### config.mk
export PLATFORM = sky130hd
export DESIGN_NAME = blt_regs
export DESIGN_NICKNAME = d
export VERILOG_FILES = /design/src/rgb565_blitter_fill_copy_blend_core_assert.svh /design/src/blt_pkg.sv /design/src/blt_regs.sv
export SDC_FILE = /design/constraint.sdc
export NUM_CORES = 1
export LEC_CHECK = 0
export BUFFER_PORTS_ARGS = -buffer_cell sky130_fd_sc_hd__buf_4
export CORE_MARGIN = 2
export CORE_UTILIZATION = 25
export DETAILED_ROUTE_END_ITERATION = 10
export MAX_ROUTING_LAYER = met4
export PLACE_DENSITY = 0.46
export SLEW_MARGIN = 20
export SYNTH_ARGS = -nofsm -noshare
export SYNTH_HDL_FRONTEND = slang
export SYNTH_SLANG_ARGS = --single-unit
### constraint.sdc
create_clock -name clk -period 2.1 [get_ports clk]
set_input_delay 0.42 -clock clk [delete_from_list [all_inputs] [get_ports clk]]
set_output_delay 0.42 -clock clk [all_outputs]
set_load 0.01 [all_outputs]
### src/rgb565_blitter_fill_copy_blend_core_assert.svh
// Assertion macros for the blitter core
`ifndef RGB565_BLITTER_FILL_COPY_BLEND_CORE_ASSERT_SVH
`define RGB565_BLITTER_FILL_COPY_BLEND_CORE_ASSERT_SVH
`ifndef NO_ASSERTIONS
`define BLT_ASSERT_IMP(label, clk, rst_n, ante, cons) \
	label: assert property (@(posedge clk) disable iff (!rst_n) (ante) |-> (cons)) \
		else $error("blitter check failed");
`define BLT_ASSERT_NXT(label, clk, rst_n, ante, cons) \
	label: assert property (@(posedge clk) disable iff (!rst_n) (ante) |=> (cons)) \
		else $error("blitter check failed");
`else
`define BLT_ASSERT_IMP(label, clk, rst_n, ante, cons)
`define BLT_ASSERT_NXT(label, clk, rst_n, ante, cons)
`endif
`endif

### src/blt_pkg.sv
// ----------------------------------------------------------------------------
// blt_pkg
// Shared types, codes and the per-channel blend function.
// ----------------------------------------------------------------------------
package blt_pkg;
	localparam int AddrW = 16;
	localparam int DimW  = 13;
	localparam int MaxDim = 4096;

	typedef enum logic [2:0] {
		FN_FILL = 3'd0, FN_COPY = 3'd1, FN_BLEND = 3'd2,
		FN_PWRITE = 3'd3, FN_PREAD = 3'd4
	} func_t;

	localparam logic [1:0] ST_DONE   = 2'd0;
	localparam logic [1:0] ST_REJECT = 2'd1;
	localparam logic [1:0] ST_IGNORE = 2'd2;

	localparam logic [2:0] REG_DST_BASE = 3'd0;
	localparam logic [2:0] REG_DST_W    = 3'd1;
	localparam logic [2:0] REG_DST_H    = 3'd2;
	localparam logic [2:0] REG_SRC_BASE = 3'd3;
	localparam logic [2:0] REG_SRC_W    = 3'd4;
	localparam logic [2:0] REG_SRC_H    = 3'd5;

	typedef struct packed {
		logic             we;
		logic [AddrW-1:0] waddr;
		logic [15:0]      wdata;
		logic             re;
		logic [AddrW-1:0] raddr;
	} mem_req_t;

	// one channel: (s*a + d*(255-a)) / 255 via reciprocal and one correction
	function automatic logic [5:0] mix_ch(input logic [5:0] s, input logic [5:0] d,
			input logic [7:0] a);
		logic [14:0] sum;
		logic [23:0] prod;
		logic [14:0] q;
		logic [14:0] rem;
		sum  = 15'(s) * 15'(a) + 15'(d) * (15'd255 - 15'(a));
		prod = 24'(sum) * 24'd257;
		q    = 15'(prod >> 16);
		rem  = sum - 15'(q * 15'd255);
		if (rem >= 15'd255) q = q + 15'd1;
		return q[5:0];
	endfunction

	function automatic logic [15:0] mix(input logic [15:0] s, input logic [15:0] d,
			input logic [7:0] a);
		logic [5:0] r, g, b;
		r = mix_ch({1'b0, s[15:11]}, {1'b0, d[15:11]}, a);
		g = mix_ch(s[10:5], d[10:5], a);
		b = mix_ch({1'b0, s[4:0]}, {1'b0, d[4:0]}, a);
		return {r[4:0], g, b[4:0]};
	endfunction
endpackage

### src/blt_regs.sv
// ----------------------------------------------------------------------------
// blt_regs
// APB register file holding the surface descriptors.
// ----------------------------------------------------------------------------
module blt_regs import blt_pkg::*; (
	input  logic              clk,
	input  logic              arst_n,
	input  logic              psel,
	input  logic              penable,
	input  logic              pwrite,
	input  logic [4:0]        paddr,
	input  logic [31:0]       pwdata,
	output logic [31:0]       prdata,
	output logic [AddrW-1:0]  dst_base,
	output logic [DimW-1:0]   dst_width,
	output logic [DimW-1:0]   dst_height,
	output logic [AddrW-1:0]  src_base,
	output logic [DimW-1:0]   src_width,
	output logic [DimW-1:0]   src_height
);
	logic [2:0] idx;
	logic [AddrW-1:0] dst_base_q, src_base_q;
	logic [DimW-1:0] dst_width_q, dst_height_q, src_width_q, src_height_q;
	assign idx = paddr[4:2];

	// write on the access phase
	always_ff @(posedge clk or negedge arst_n) begin
		if (!arst_n) begin
			dst_base_q <= '0; dst_width_q <= DimW'(256); dst_height_q <= DimW'(256);
			src_base_q <= '0; src_width_q <= DimW'(256); src_height_q <= DimW'(256);
		end else if (psel && penable && pwrite) begin
			case (idx)
				REG_DST_BASE: dst_base_q   <= pwdata[AddrW-1:0];
				REG_DST_W:    dst_width_q  <= pwdata[DimW-1:0];
				REG_DST_H:    dst_height_q <= pwdata[DimW-1:0];
				REG_SRC_BASE: src_base_q   <= pwdata[AddrW-1:0];
				REG_SRC_W:    src_width_q  <= pwdata[DimW-1:0];
				REG_SRC_H:    src_height_q <= pwdata[DimW-1:0];
				default: ;
			endcase
		end
	end

	assign dst_base   = dst_base_q;
	assign dst_width  = dst_width_q;
	assign dst_height = dst_height_q;
	assign src_base   = src_base_q;
	assign src_width  = src_width_q;
	assign src_height = src_height_q;

	// read back
	always_comb begin
		case (idx)
			REG_DST_BASE: prdata = 32'(dst_base_q);
			REG_DST_W:    prdata = 32'(dst_width_q);
			REG_DST_H:    prdata = 32'(dst_height_q);
			REG_SRC_BASE: prdata = 32'(src_base_q);
			REG_SRC_W:    prdata = 32'(src_width_q);
			REG_SRC_H:    prdata = 32'(src_height_q);
			default:      prdata = '0;
		endcase
	end
endmodule

After elaboration in Yosys (flattened, before gate mapping) --
Index checks and enable logic that the tools add are counted.
Storage, ports and cells: output and inout port bits 116, flip-flop bits (word level) 84, input port bits 42, logic and storage cells 21
Operators by class: reductions and logical operators 9, eq/ne operators 5, mux-type cells 1
Operator list (count):
- $pmux W16 S6 | 1
- $reduce_and A2 Y1 | 6
- $eq A3 B2 Y1 const B | 2
- $eq A3 B3 Y1 const B | 2
- $eq A3 B1 Y1 const B | 1
- $logic_not A3 Y1 | 1
- $logic_and A1 B1 Y1 | 2

Logic depth before layout (Yosys ltp) --
Gate-level depths: netlist of the first run.
word-level depth 3, mapped depth 6, mapped depth without buffers 3

Least setup slack after synthesis of the first run --
No wires, ideal clock.
path kind input to output, start point input paddr[3], end point output prdata[11], path slack 253 ps, buffers on the path 1, data arrival time 1427 ps, data required time 1680 ps, cell stages on the path 4, path through buf_2 > mux2_2 > a32o_1 > a221o_1
Between the ends: word-level cells in the longest chain between the ends 2
RTL lines:
- from (decl) | RTL line blt_regs.sv:11 | input logic [4:0] paddr,
- $eq A3 B3 Y1 (tied with other cells) | RTL line blt_regs.sv:53 | case (idx)
- $pmux W16 S6 (*) | RTL line blt_regs.sv:53
- to (decl) | RTL line blt_regs.sv:13 | output logic [31:0] prdata,
Mark *: on every way between the ends. The rest lies on a longest branch, timed or not.

Worst setup path in the final report of the first run --
start point register dst_base_q[5] (netlist: dst_base[5]), end point output prdata[5]
Between the ends: word-level cells in the longest chain between the ends 1
RTL lines:
- from (decl) | RTL line blt_regs.sv:22 | logic [AddrW-1:0] dst_base_q, src_base_q;
- from (signal assigned) | RTL line blt_regs.sv:33 | REG_DST_BASE: dst_base_q <= pwdata[AddrW-1:0];
- $pmux W16 S6 | RTL line blt_regs.sv:53
No other way between the ends.

==> impl_metrics.tcl, run 1 <==
set metrics [dict create \
    outcome "completed" \
    fin_worst_skew_ns 0 \
    synth.cell_area_sq_um 4073 \
    path_buf_inv 1 \
    p_leak_nw 2.764 \
    combPwrFrac 0.274 \
    number_of_sinks_handled_by_clock_tree_synthesis 84 \
    die-width_microns 131.6 \
    setup_viol 0 \
    post_synth.cell_area_avg_sq_um 13.62 \
    dp_hpwl_microns 8615 \
    vias_per_std_cell 4.435 \
    synth.yosys.warnings 0 \
    max_transition_margin 0.6461 \
    internal-power_mw 3.903 \
    vias 2949 \
    synth_top_area_frac 0.4916 \
    setup.worst_path.start_class "flip-flop" \
    gr-total-overflow 0 \
    clock_insertion_delay_at_the_later_pin_of_the_skew_report_ns 0.33 \
    antenna_violating_nets_post_route 0 \
    vdd.ir_drop.worst_mv 0.3444 \
    floorplan.io_pins 158 \
    yosys.area.top_type "sky130_fd_sc_hd__dfrtp_1" \
    initial_utilization 0.2564 \
    grt_start_max_net_pins 85 \
    yosysSeqAreaShare 0.5174 \
    post-route-min-period_ns 2.044 \
    placeableCoreArea_sq_um 15890 \
    design_power_total_mw 5.444 \
    chipHeight_microns 131.6 \
    crit_required_ns 1.68 \
    timing_worst_setup_path_type "reg -> out" \
    fill_cells 1610 \
    crit_slowest_cell "sky130_fd_sc_hd__dfrtp_1" \
    cts_htree_levels 3 \
    grt.total_usage 0.1459 \
    core.rowCount 46 \
    met2_length_microns 5872 \
    antennaDiodeCount 0 \
    fin_crit_sh 0.9733 \
    wirelength_per_cell_microns 18.21 \
    wl_met1_microns 5472 \
    achievable_clock_frequency_mhz 489.2 \
    final_hold_viol_count 0 \
    power.density_nw_per_um2 953.0 \
    initialDrtViolationCount 118 \
    switching_portion_of_total_power 0.2830 \
    cp_cell_sequence "mux2_2 > a32o_1 > a221o_1 > buf_4" \
    maxCapViolations 0 \
    critical_path_arrival_ns 1.62 \
    pwr-share-clk 0.317 \
    post_route_cells_drive_above_1_share 0.6214 \
    clock-root-buffer "sky130_fd_sc_hd__clkbuf_16" \
    cts_made_buffers 9 \
    ys_top_cells_by_area "sky130_fd_sc_hd__dfrtp_1 (49%), sky130_fd_sc_hd__mux2_2 (25%), sky130_fd_sc_hd__mux2_4 (3.7%), sky130_fd_sc_hd__buf_4 (3.5%), sky130_fd_sc_hd__mux2i_1 (3.4%)" \
    wl_met3_microns 621 \
    post_place_cells 647 \
    first_global_vias 3096 \
    synth.lib_cells_used.distinct 31 \
    drc 0 \
    whs_ns 0.09144 \
    worst_setup_path_end_kind "primary output" \
    fin_tns_setup_ns 0 \
    place_congestion 0.7974 \
    postSynthCellCount 299 \
    totalWireLength_microns 12110 \
    type_of_the_worst_min_delay_path "in -> async" \
    cpPeakStageDelay_ns 0.40 \
    flow.area_growth_from_synthesis_pct 40.25 \
    postPlaceCellArea_sq_um 5351 \
    slew_viol_final 0 \
    timing.critical_path.fanout_max 3 \
    dr.max_layer_used "met4" \
    cts_max_path_buffers 2 \
    synth_seq_cells 84 \
    dieArea_sq_um 17330 \
    cell_type_group_with_the_largest_total_delay_on_the_critical_path "compound AO/OA/AOI/OAI gates" \
    instances_no_fill 665 \
    place.port_buffers 123 \
    tritoncts "done" \
    power.sequential.fraction 0.409 \
    final_cell_area_sq_um 5712 \
    layout.nets 486 \
    grt_antenna_before_repair 0 \
    power.switching_mw 1.540 \
    firstDrtPassIters 4 \
    hold_buffers 0 \
    cts.clk_slew.worst_paths_ns 0.06 \
    max_slew.worst_pin.slew_ns 0.5289 \
    grt_first_pass_wirelength_microns 18660 \
]
power by group through the flow:
stage	clock network [mW]	logic [mW]	registers, mW
6_report	1.73	1.49	2.22
5_1_grt	1.87	1.61	2.27
4_1_cts	1.79	1.50	2.23
3_5_place_dp	0	1.50	2.25
3_3_place_gp	0	1.48	2.24
2_1_floorplan	0	0.580	2.33
repair_timing:
action	CTS	global route
cloned	0	0
endpoints found under the setup margin	1	3
gates resized for setup	1	4
buffers inserted	0	2
pin swaps	0	2
cell families after synthesis:
logic type / Yosys count / synth area share
other: 1 / 0.0009208
multiplexers: 113 / 0.3174
AND/OR/NAND/NOR: 33 / 0.04762
flip-flops: 84 / 0.5174
AO/OA/AOI/OAI: 32 / 0.05714
buffers and inverters: 36 / 0.05960
through the flow:
stage / worst slack, ns / utilization
CTS: 0.02548 / 0.3577
detailed placement: -0.01364 / 0.3369
finish: 0.05603 / 0.3596
global placement: 0.0004985 / 0.3369
global route: -0.0002700 / 0.3596
floorplan: 0.2526 / -
placed cells by master, fill, tap and decap left out:
| cell type | instances |
|---|---|
| sky130_fd_sc_hd__buf_4 | 148 |
| sky130_fd_sc_hd__mux2_2 | 87 |
| sky130_fd_sc_hd__dfrtp_1 | 80 |
| sky130_fd_sc_hd__conb_1 | 16 |
| sky130_fd_sc_hd__mux2i_1 | 14 |
| sky130_fd_sc_hd__mux2_4 | 12 |
| sky130_fd_sc_hd__clkbuf_16 | 9 |
| sky130_fd_sc_hd__a21oi_1 | 8 |
| sky130_fd_sc_hd__a22oi_1 | 5 |
| sky130_fd_sc_hd__nor2_1 | 5 |
| sky130_fd_sc_hd__a221o_1 | 5 |
| sky130_fd_sc_hd__nand3_1 | 5 |
| sky130_fd_sc_hd__or3_1 | 4 |
| sky130_fd_sc_hd__nor3b_1 | 4 |
| sky130_fd_sc_hd__o22ai_1 | 4 |
| sky130_fd_sc_hd__nor2_2 | 4 |
| sky130_fd_sc_hd__dfstp_2 | 4 |
| sky130_fd_sc_hd__o221ai_1 | 3 |
| sky130_fd_sc_hd__nor2b_1 | 3 |
| sky130_fd_sc_hd__a32o_1 | 3 |
| sky130_fd_sc_hd__o21ai_0 | 3 |
| sky130_fd_sc_hd__nand2_1 | 3 |
| sky130_fd_sc_hd__clkinvlp_4 | 3 |
| sky130_fd_sc_hd__buf_6 | 3 |
| sky130_fd_sc_hd__buf_12 | 3 |
| sky130_fd_sc_hd__nand2b_1 | 2 |
| sky130_fd_sc_hd__bufinv_16 | 2 |
| sky130_fd_sc_hd__a211o_1 | 1 |
| sky130_fd_sc_hd__inv_1 | 1 |
| sky130_fd_sc_hd__nand4_1 | 1 |
| sky130_fd_sc_hd__nor3_2 | 1 |
| sky130_fd_sc_hd__nand4b_4 | 1 |
| sky130_fd_sc_hd__clkinv_2 | 1 |
| sky130_fd_sc_hd__clkbuf_8 | 1 |
sequential cells by signal, summed over array words and instances, names as in the netlist:
| register | cells |
|---|---|
| dst_base | 16 |
| dst_width | 13 |
| dst_height | 13 |
| src_height | 13 |
| src_base | 16 |
| src_width | 13 |
final cells by class:
| cell class | count | area (sq um) | area share |
|---|---|---|---|
| Clock buffer | 10 | 239.0 | 0.04184 |
| Clock inverter | 6 | 87.58 | 0.01533 |
| Inverter | 1 | 3.754 | 0.0006572 |
| Multi-Input combinational cell | 194 | 1799 | 0.3150 |
| Sequential cell | 84 | 2107 | 0.3689 |
| Tap cell | 216 | 270.3 | 0.04732 |
| Timing Repair Buffer | 154 | 1205 | 0.2110 |
cells in the mapped netlist:
| master | n |
|---|---|
| sky130_fd_sc_hd__a211o_1 | 1 |
| sky130_fd_sc_hd__a21oi_1 | 8 |
| sky130_fd_sc_hd__a221o_1 | 5 |
| sky130_fd_sc_hd__a22oi_1 | 5 |
| sky130_fd_sc_hd__a32o_1 | 3 |
| sky130_fd_sc_hd__buf_2 | 8 |
| sky130_fd_sc_hd__buf_4 | 19 |
| sky130_fd_sc_hd__buf_6 | 2 |
| sky130_fd_sc_hd__buf_8 | 1 |
| sky130_fd_sc_hd__clkbuf_1 | 5 |
| sky130_fd_sc_hd__conb_1 | 1 |
| sky130_fd_sc_hd__dfrtp_1 | 80 |
| sky130_fd_sc_hd__dfstp_2 | 4 |
| sky130_fd_sc_hd__inv_1 | 1 |
| sky130_fd_sc_hd__mux2_2 | 89 |
| sky130_fd_sc_hd__mux2_4 | 10 |
| sky130_fd_sc_hd__mux2i_1 | 14 |
| sky130_fd_sc_hd__nand2_1 | 3 |
| sky130_fd_sc_hd__nand2b_1 | 2 |
| sky130_fd_sc_hd__nand3_1 | 5 |
| sky130_fd_sc_hd__nand4_1 | 1 |
| sky130_fd_sc_hd__nand4b_4 | 1 |
| sky130_fd_sc_hd__nor2_1 | 8 |
| sky130_fd_sc_hd__nor2_2 | 1 |
| sky130_fd_sc_hd__nor2b_1 | 3 |
| sky130_fd_sc_hd__nor3_1 | 1 |
| sky130_fd_sc_hd__nor3b_1 | 4 |
| sky130_fd_sc_hd__o21ai_0 | 3 |
| sky130_fd_sc_hd__o221ai_1 | 3 |
| sky130_fd_sc_hd__o22ai_1 | 4 |
| sky130_fd_sc_hd__or3_1 | 4 |
path summary, 6_finish.rpt:
| path | start | to | slack (ns) | cells past startpoint |
|---|---|---|---|---|
| max | dst_base[5] | prdata[5] | 0.06 | 4 |
| min | arst_n | src_height[9] | 0.09 | 2 |
| max reg2reg | src_height[7] | src_height[7] | 1.30 | 1 |
| min reg2reg | dst_base[8] | dst_base[8] | 0.53 | 1 |
| max in group asynchronous | arst_n | src_height[8] | 1.61 | 2 |
| min in group clk | pwdata[15] | dst_base[15] | 0.33 | 2 |
routing by layer:
layer  vias up  track usage
met5         -            -
met4         0      0.05012
met3        11      0.03781
met2        88       0.2269
met1      1495       0.1846
li1       1355            -
Power figures use the tool's default switching activity.
==> inputs of run 2 (changes only) <==
--- a/config.mk
+++ b/config.mk
@@ -10,7 +10,6 @@
 export CORE_UTILIZATION = 25
 export DETAILED_ROUTE_END_ITERATION = 10
 export MAX_ROUTING_LAYER = met4
-export PLACE_DENSITY = 0.46
 export SLEW_MARGIN = 20
 export SYNTH_ARGS = -nofsm -noshare
 export SYNTH_HDL_FRONTEND = slang
==> impl_metrics.tcl, run 2 (same netlist as run 1, synthesis figures left out) <==
set metrics [dict create \
    clock_insertion_delay_at_the_later_pin_of_the_skew_report_ns 0.34 \
    p_leak_nw 2.759 \
    final_hold_viol_count 0 \
    fill_cells 1590 \
    layout_common_cells "sky130_fd_sc_hd__buf_4 (141), sky130_fd_sc_hd__mux2_2 (87), sky130_fd_sc_hd__dfrtp_1 (80)" \
    achievable_clock_frequency_mhz 485.4 \
    worst_setup_path_end_kind "primary output" \
    area.sequential_sq_um 2107 \
    place_congestion 0.7430 \
    type_of_the_worst_min_delay_path "in -> reg" \
    grt_antenna_before_repair 0 \
    chipHeight_microns 131.6 \
    grt_start_max_net_pins 42 \
    power.density_nw_per_um2 925.6 \
    cp_cell_sequence "mux2_4 > a32o_1 > a221o_1 > buf_6" \
    number_of_sinks_handled_by_clock_tree_synthesis 84 \
    post_place_cells 642 \
    crit_slowest_cell "sky130_fd_sc_hd__dfrtp_1" \
    placeableCoreArea_sq_um 15890 \
    cts_max_path_buffers 2 \
    place.port_buffers 123 \
    timing_worst_setup_path_type "reg -> out" \
    firstDrtPassIters 4 \
    antenna_violating_nets_post_route 0 \
    slew_viol_final 0 \
    fin_crit_sh 0.9810 \
    tritoncts "done" \
    layout.nets 483 \
    vias 2977 \
    vias_per_std_cell 4.497 \
    grt_first_pass_wirelength_microns 18390 \
    cts.clk_slew.worst_paths_ns 0.06 \
    timing.critical_path.fanout_max 3 \
    setup.worst_path.start_class "flip-flop" \
    maxCapViolations 0 \
    initial_utilization 0.2564 \
    first_global_vias 3118 \
    fin_worst_skew_ns 0 \
    instances_no_fill 662 \
    vdd.ir_drop.worst_mv 0.3457 \
    crit_required_ns 1.68 \
    antennaDiodeCount 0 \
    outcome "completed" \
    cpPeakStageDelay_ns 0.40 \
    dieArea_sq_um 17330 \
    post_route_cells_drive_above_1_share 0.6143 \
    cell_type_group_with_the_largest_total_delay_on_the_critical_path "compound AO/OA/AOI/OAI gates" \
    cts_htree_levels 3 \
    flow.area_growth_from_synthesis_pct 39.75 \
    leading_cell_type_in_the_layout_fill_and_taps_excluded "sky130_fd_sc_hd__buf_4" \
    rsz0062_at_grt "true" \
    wirelength_per_cell_microns 17.99 \
    core.rowCount 46 \
    dp_hpwl_microns 8601 \
    die-width_microns 131.6 \
    floorplan.io_pins 158 \
    setup_viol 0 \
    gr-total-overflow 0 \
    cts_made_buffers 9 \
    multiInputGateArea_sq_um 1800 \
    post-route-min-period_ns 2.060 \
    drc 0 \
    critical_path_arrival_ns 1.64 \
    grt.total_usage 0.1430 \
    clock-root-buffer "sky130_fd_sc_hd__clkbuf_16" \
    initialDrtViolationCount 137 \
    whs_ns 0.3239 \
    design_power_total_mw 5.268 \
    path_buf_inv 1 \
    totalWireLength_microns 11910 \
]
run 2: worst paths after layout:
path | start | endpoint | slack (ns) | depth (start not counted)
max reg2reg | dst_base[7] | dst_base[7] | 1.22 | 2
min | pwdata[13] | dst_base[13] | 0.32 | 2
max | dst_base[11] | prdata[11] | 0.04 | 4
min reg2reg | dst_height[1] | dst_height[1] | 0.53 | 1
min in group asynchronous | arst_n | src_width[6] | 0.49 | 2
max in group asynchronous | arst_n | dst_width[1] | 0.96 | 3
run 2: timing repair:
action / in CTS / in global routing
endpoints found under the hold margin: 15 / 0
buffers inserted: 1 / 2
gates resized for setup: 1 / 7
pin swaps: 0 / 3
setup endpoints to repair: 2 / 7
hold buffers: 1 / 0
run 2: layout make-up:
| class | count | share of cell area |
|---|---|---|
| tap | 216 | 0.04748 |
| timing repair buffer | 151 | 0.2139 |
| clock inverter | 1 | 0.0008793 |
| sequential | 84 | 0.3702 |
| multi-input combinational | 194 | 0.3163 |
| inverter | 1 | 0.0006595 |
| clock buffer | 15 | 0.05056 |
run 2: layer usage:
metal / wire length [microns] / vias up / track usage / part of all wire
met4: 163 / 0 / 0.05374 / 0.014
met3: 651 / 11 / 0.03588 / 0.055
met5: 0 / - / - / 0
li1: - / 1353 / - / -
met1: 5379 / 1512 / 0.1774 / 0.45
met2: 5716 / 101 / 0.2254 / 0.48
run 2: per-stage QoR:
stage	cell area (sq um)	setup WS (ns)	utilization	setup TNS (ns)
6_report	5692	0.03992	0.3583	0
5_1_grt	5692	-0.002361	0.3583	-0.002361
4_1_cts	5653	0.002952	0.3559	0
3_5_place_dp	5339	-0.01846	0.3361	-0.1273
3_3_place_gp	5339	-0.001947	0.3361	-0.002330
2_1_floorplan	4129	0.2526	-	0
run 2: worst register-to-register path, stage by stage, from the launching register on:
cell and delay (ns):
sky130_fd_sc_hd__dfrtp_1 0.38, sky130_fd_sc_hd__buf_4 0.14, sky130_fd_sc_hd__mux2_4 0.25
run 2: power by group:
| group | internal (mW) | switching, mW | total (mW) |
|---|---|---|---|
| Combinational | 0.889 | 0.622 | 1.51 |
| Clock | 0.930 | 0.612 | 1.54 |
| Sequential | 1.95 | 0.266 | 2.22 |
| Total | 3.77 | 1.50 | 5.27 |
==> inputs of run 3 (changes only) <==
==> constraint.sdc (replaced) <==
create_clock -name clk -period 2.2 [get_ports clk]
set_input_delay 0.44 -clock clk [delete_from_list [all_inputs] [get_ports clk]]
set_output_delay 0.44 -clock clk [all_outputs]
set_load 0.01 [all_outputs]
==> impl_metrics.tcl, run 3 (same netlist as run 1, synthesis figures left out) <==
set metrics [dict create \
    fin_tns_setup_ns 0 \
    vdd.ir_drop.worst_mv 0.3835 \
    switching_portion_of_total_power 0.2868 \
    initialDrtViolationCount 124 \
    grt_start_max_net_pins 37 \
    type_of_the_worst_min_delay_path "in -> async" \
    hold_buffers 0 \
    dp_hpwl_microns 8843 \
    grt_first_pass_wirelength_microns 19090 \
    fin_crit_sh 0.9529 \
    cts.clk_slew.worst_paths_ns 0.06 \
    pwr-share-clk 0.304 \
    power.switching_mw 1.455 \
    critical_path_arrival_ns 1.66 \
    leading_cell_type_in_the_layout_fill_and_taps_excluded "sky130_fd_sc_hd__buf_4" \
    final_core_util 0.3554 \
    setup_viol 0 \
    chipHeight_microns 131.6 \
    postPlaceCellArea_sq_um 5339 \
    die-width_microns 131.6 \
    drc 0 \
    achievable_clock_frequency_mhz 477.0 \
    firstDrtPassIters 4 \
    wirelength_per_cell_microns 18.50 \
    slew_viol_final 0 \
    worst_setup_path_end_kind "primary output" \
    place.port_buffers 123 \
    cts_made_buffers 9 \
    post_route_cells_drive_above_1_share 0.6154 \
    antennaDiodeCount 0 \
    post_place_cells 642 \
    timing_worst_setup_path_type "reg -> out" \
    combPwrFrac 0.279 \
    floorplan.io_pins 158 \
    number_of_sinks_handled_by_clock_tree_synthesis 84 \
    clock_insertion_delay_at_the_later_pin_of_the_skew_report_ns 0.34 \
    cts_htree_levels 3 \
    maxCapViolations 0 \
    gr-total-overflow 0 \
    timing.critical_path.fanout_max 3 \
    p_leak_nw 2.728 \
    tritoncts "done" \
    setup.worst_path.start_class "flip-flop" \
    cts_max_path_buffers 2 \
    vias 3009 \
    flow.area_growth_from_synthesis_pct 38.62 \
    crit_required_ns 1.76 \
    layout.nets 479 \
    power.sequential.fraction 0.417 \
    clock-root-buffer "sky130_fd_sc_hd__clkbuf_16" \
    layout_common_cells "sky130_fd_sc_hd__buf_4 (141), sky130_fd_sc_hd__mux2_2 (89), sky130_fd_sc_hd__dfrtp_1 (80)" \
    power.density_nw_per_um2 898.7 \
    crit_slowest_cell "sky130_fd_sc_hd__dfrtp_1" \
    final_hold_viol_count 0 \
    grt.total_usage 0.1492 \
    internal-power_mw 3.618 \
    fin_worst_skew_ns 0 \
    cts_setup_buffers 0 \
    instances_no_fill 658 \
    core.rowCount 46 \
    initial_utilization 0.2564 \
    outcome "completed" \
    rsz0062_at_grt "false" \
    cpPeakStageDelay_ns 0.40 \
    final_cell_area_sq_um 5645 \
    dieArea_sq_um 17330 \
    fill_cells 1605 \
    placeableCoreArea_sq_um 15890 \
    first_global_vias 3247 \
    totalWireLength_microns 12180 \
    vias_per_std_cell 4.573 \
    antenna_violating_nets_post_route 0 \
    grt_antenna_before_repair 0 \
    post-route-min-period_ns 2.096 \
    place_congestion 0.7316 \
    cp_cell_sequence "mux2_2 > a32o_1 > a221o_1 > buf_4" \
]
[run 3: changes by cell type in the layout (fill, tap and decap cells not counted), sizes merged]
cell,before,now
dlygate4sd3,1,0
bufinv,0,1
buf,150,147
clkbuf,15,11
clkinv,1,4
[run 3: routing by layer]
metal / up-vias / track usage / part of all wire
met5: - / - / 0
met4: 0 / 0.04952 / 0.016
met2: 110 / 0.2397 / 0.48
li1: 1337 / - / -
met3: 16 / 0.03974 / 0.059
met1: 1546 / 0.1825 / 0.44
[run 3: path summary, 6_finish.rpt]
kind	start	endpoint	slack, ns	cells past startpoint
max	dst_base[7]	prdata[7]	0.10	4
min	arst_n	dst_width[6]	0.01	1
max reg2reg	dst_base[4]	dst_base[4]	1.40	1
min reg2reg	dst_base[8]	dst_base[8]	0.53	1
max in group asynchronous	arst_n	src_height[4]	1.60	2
min in group clk	pwdata[14]	dst_base[14]	0.34	2
[run 3: repair_timing]
item                                    4_1_cts  5_1_grt
endpoints found under the setup margin        0        7
gates resized for setup                       0        1
hold endpoints to repair                      0        0
[run 3: stage by stage]
step / total power [mW] / hold slack (ns) / setup slack [ns]
floorplan: 2.778 / 0.1444 / 0.3126
global placement: 3.539 / 0.3861 / 0.02401
detailed placement: 3.582 / 0.3955 / 0.02741
CTS: 5.155 / 0.02033 / 0.02801
global route: 5.347 / 0.02885 / 0.02391
finish: 5.073 / 0.01243 / 0.1037
[run 3: area by class of cell]
| class | instances | area (sq um) | area share |
|---|---|---|---|
| Clock inverter | 5 | 50.05 | 0.008865 |
| Clock buffer | 11 | 252.7 | 0.04477 |
| Tap cell | 216 | 270.3 | 0.04787 |
| Multi-Input combinational cell | 194 | 1792 | 0.3174 |
| Timing Repair Buffer | 147 | 1170 | 0.2072 |
| Inverter | 1 | 3.754 | 0.0006649 |
| Sequential cell | 84 | 2107 | 0.3732 |
[run 3: power groups by stage]
stage	clock [mW]	combinational (mW)	sequential, mW
after floorplan	0	0.554	2.22
after global placement	0	1.41	2.13
after detailed placement	0	1.44	2.15
after CTS	1.60	1.44	2.12
after global routing	1.66	1.52	2.17
final	1.54	1.42	2.12
[run 3: worst max-delay path: cells and delay by family (launching register included)]
family	cells	cell delay, ns
buffers and inverters	1	0.15
DFF	1	0.40
muxes	1	0.27
AOI/OAI and AO/OA	2	0.50
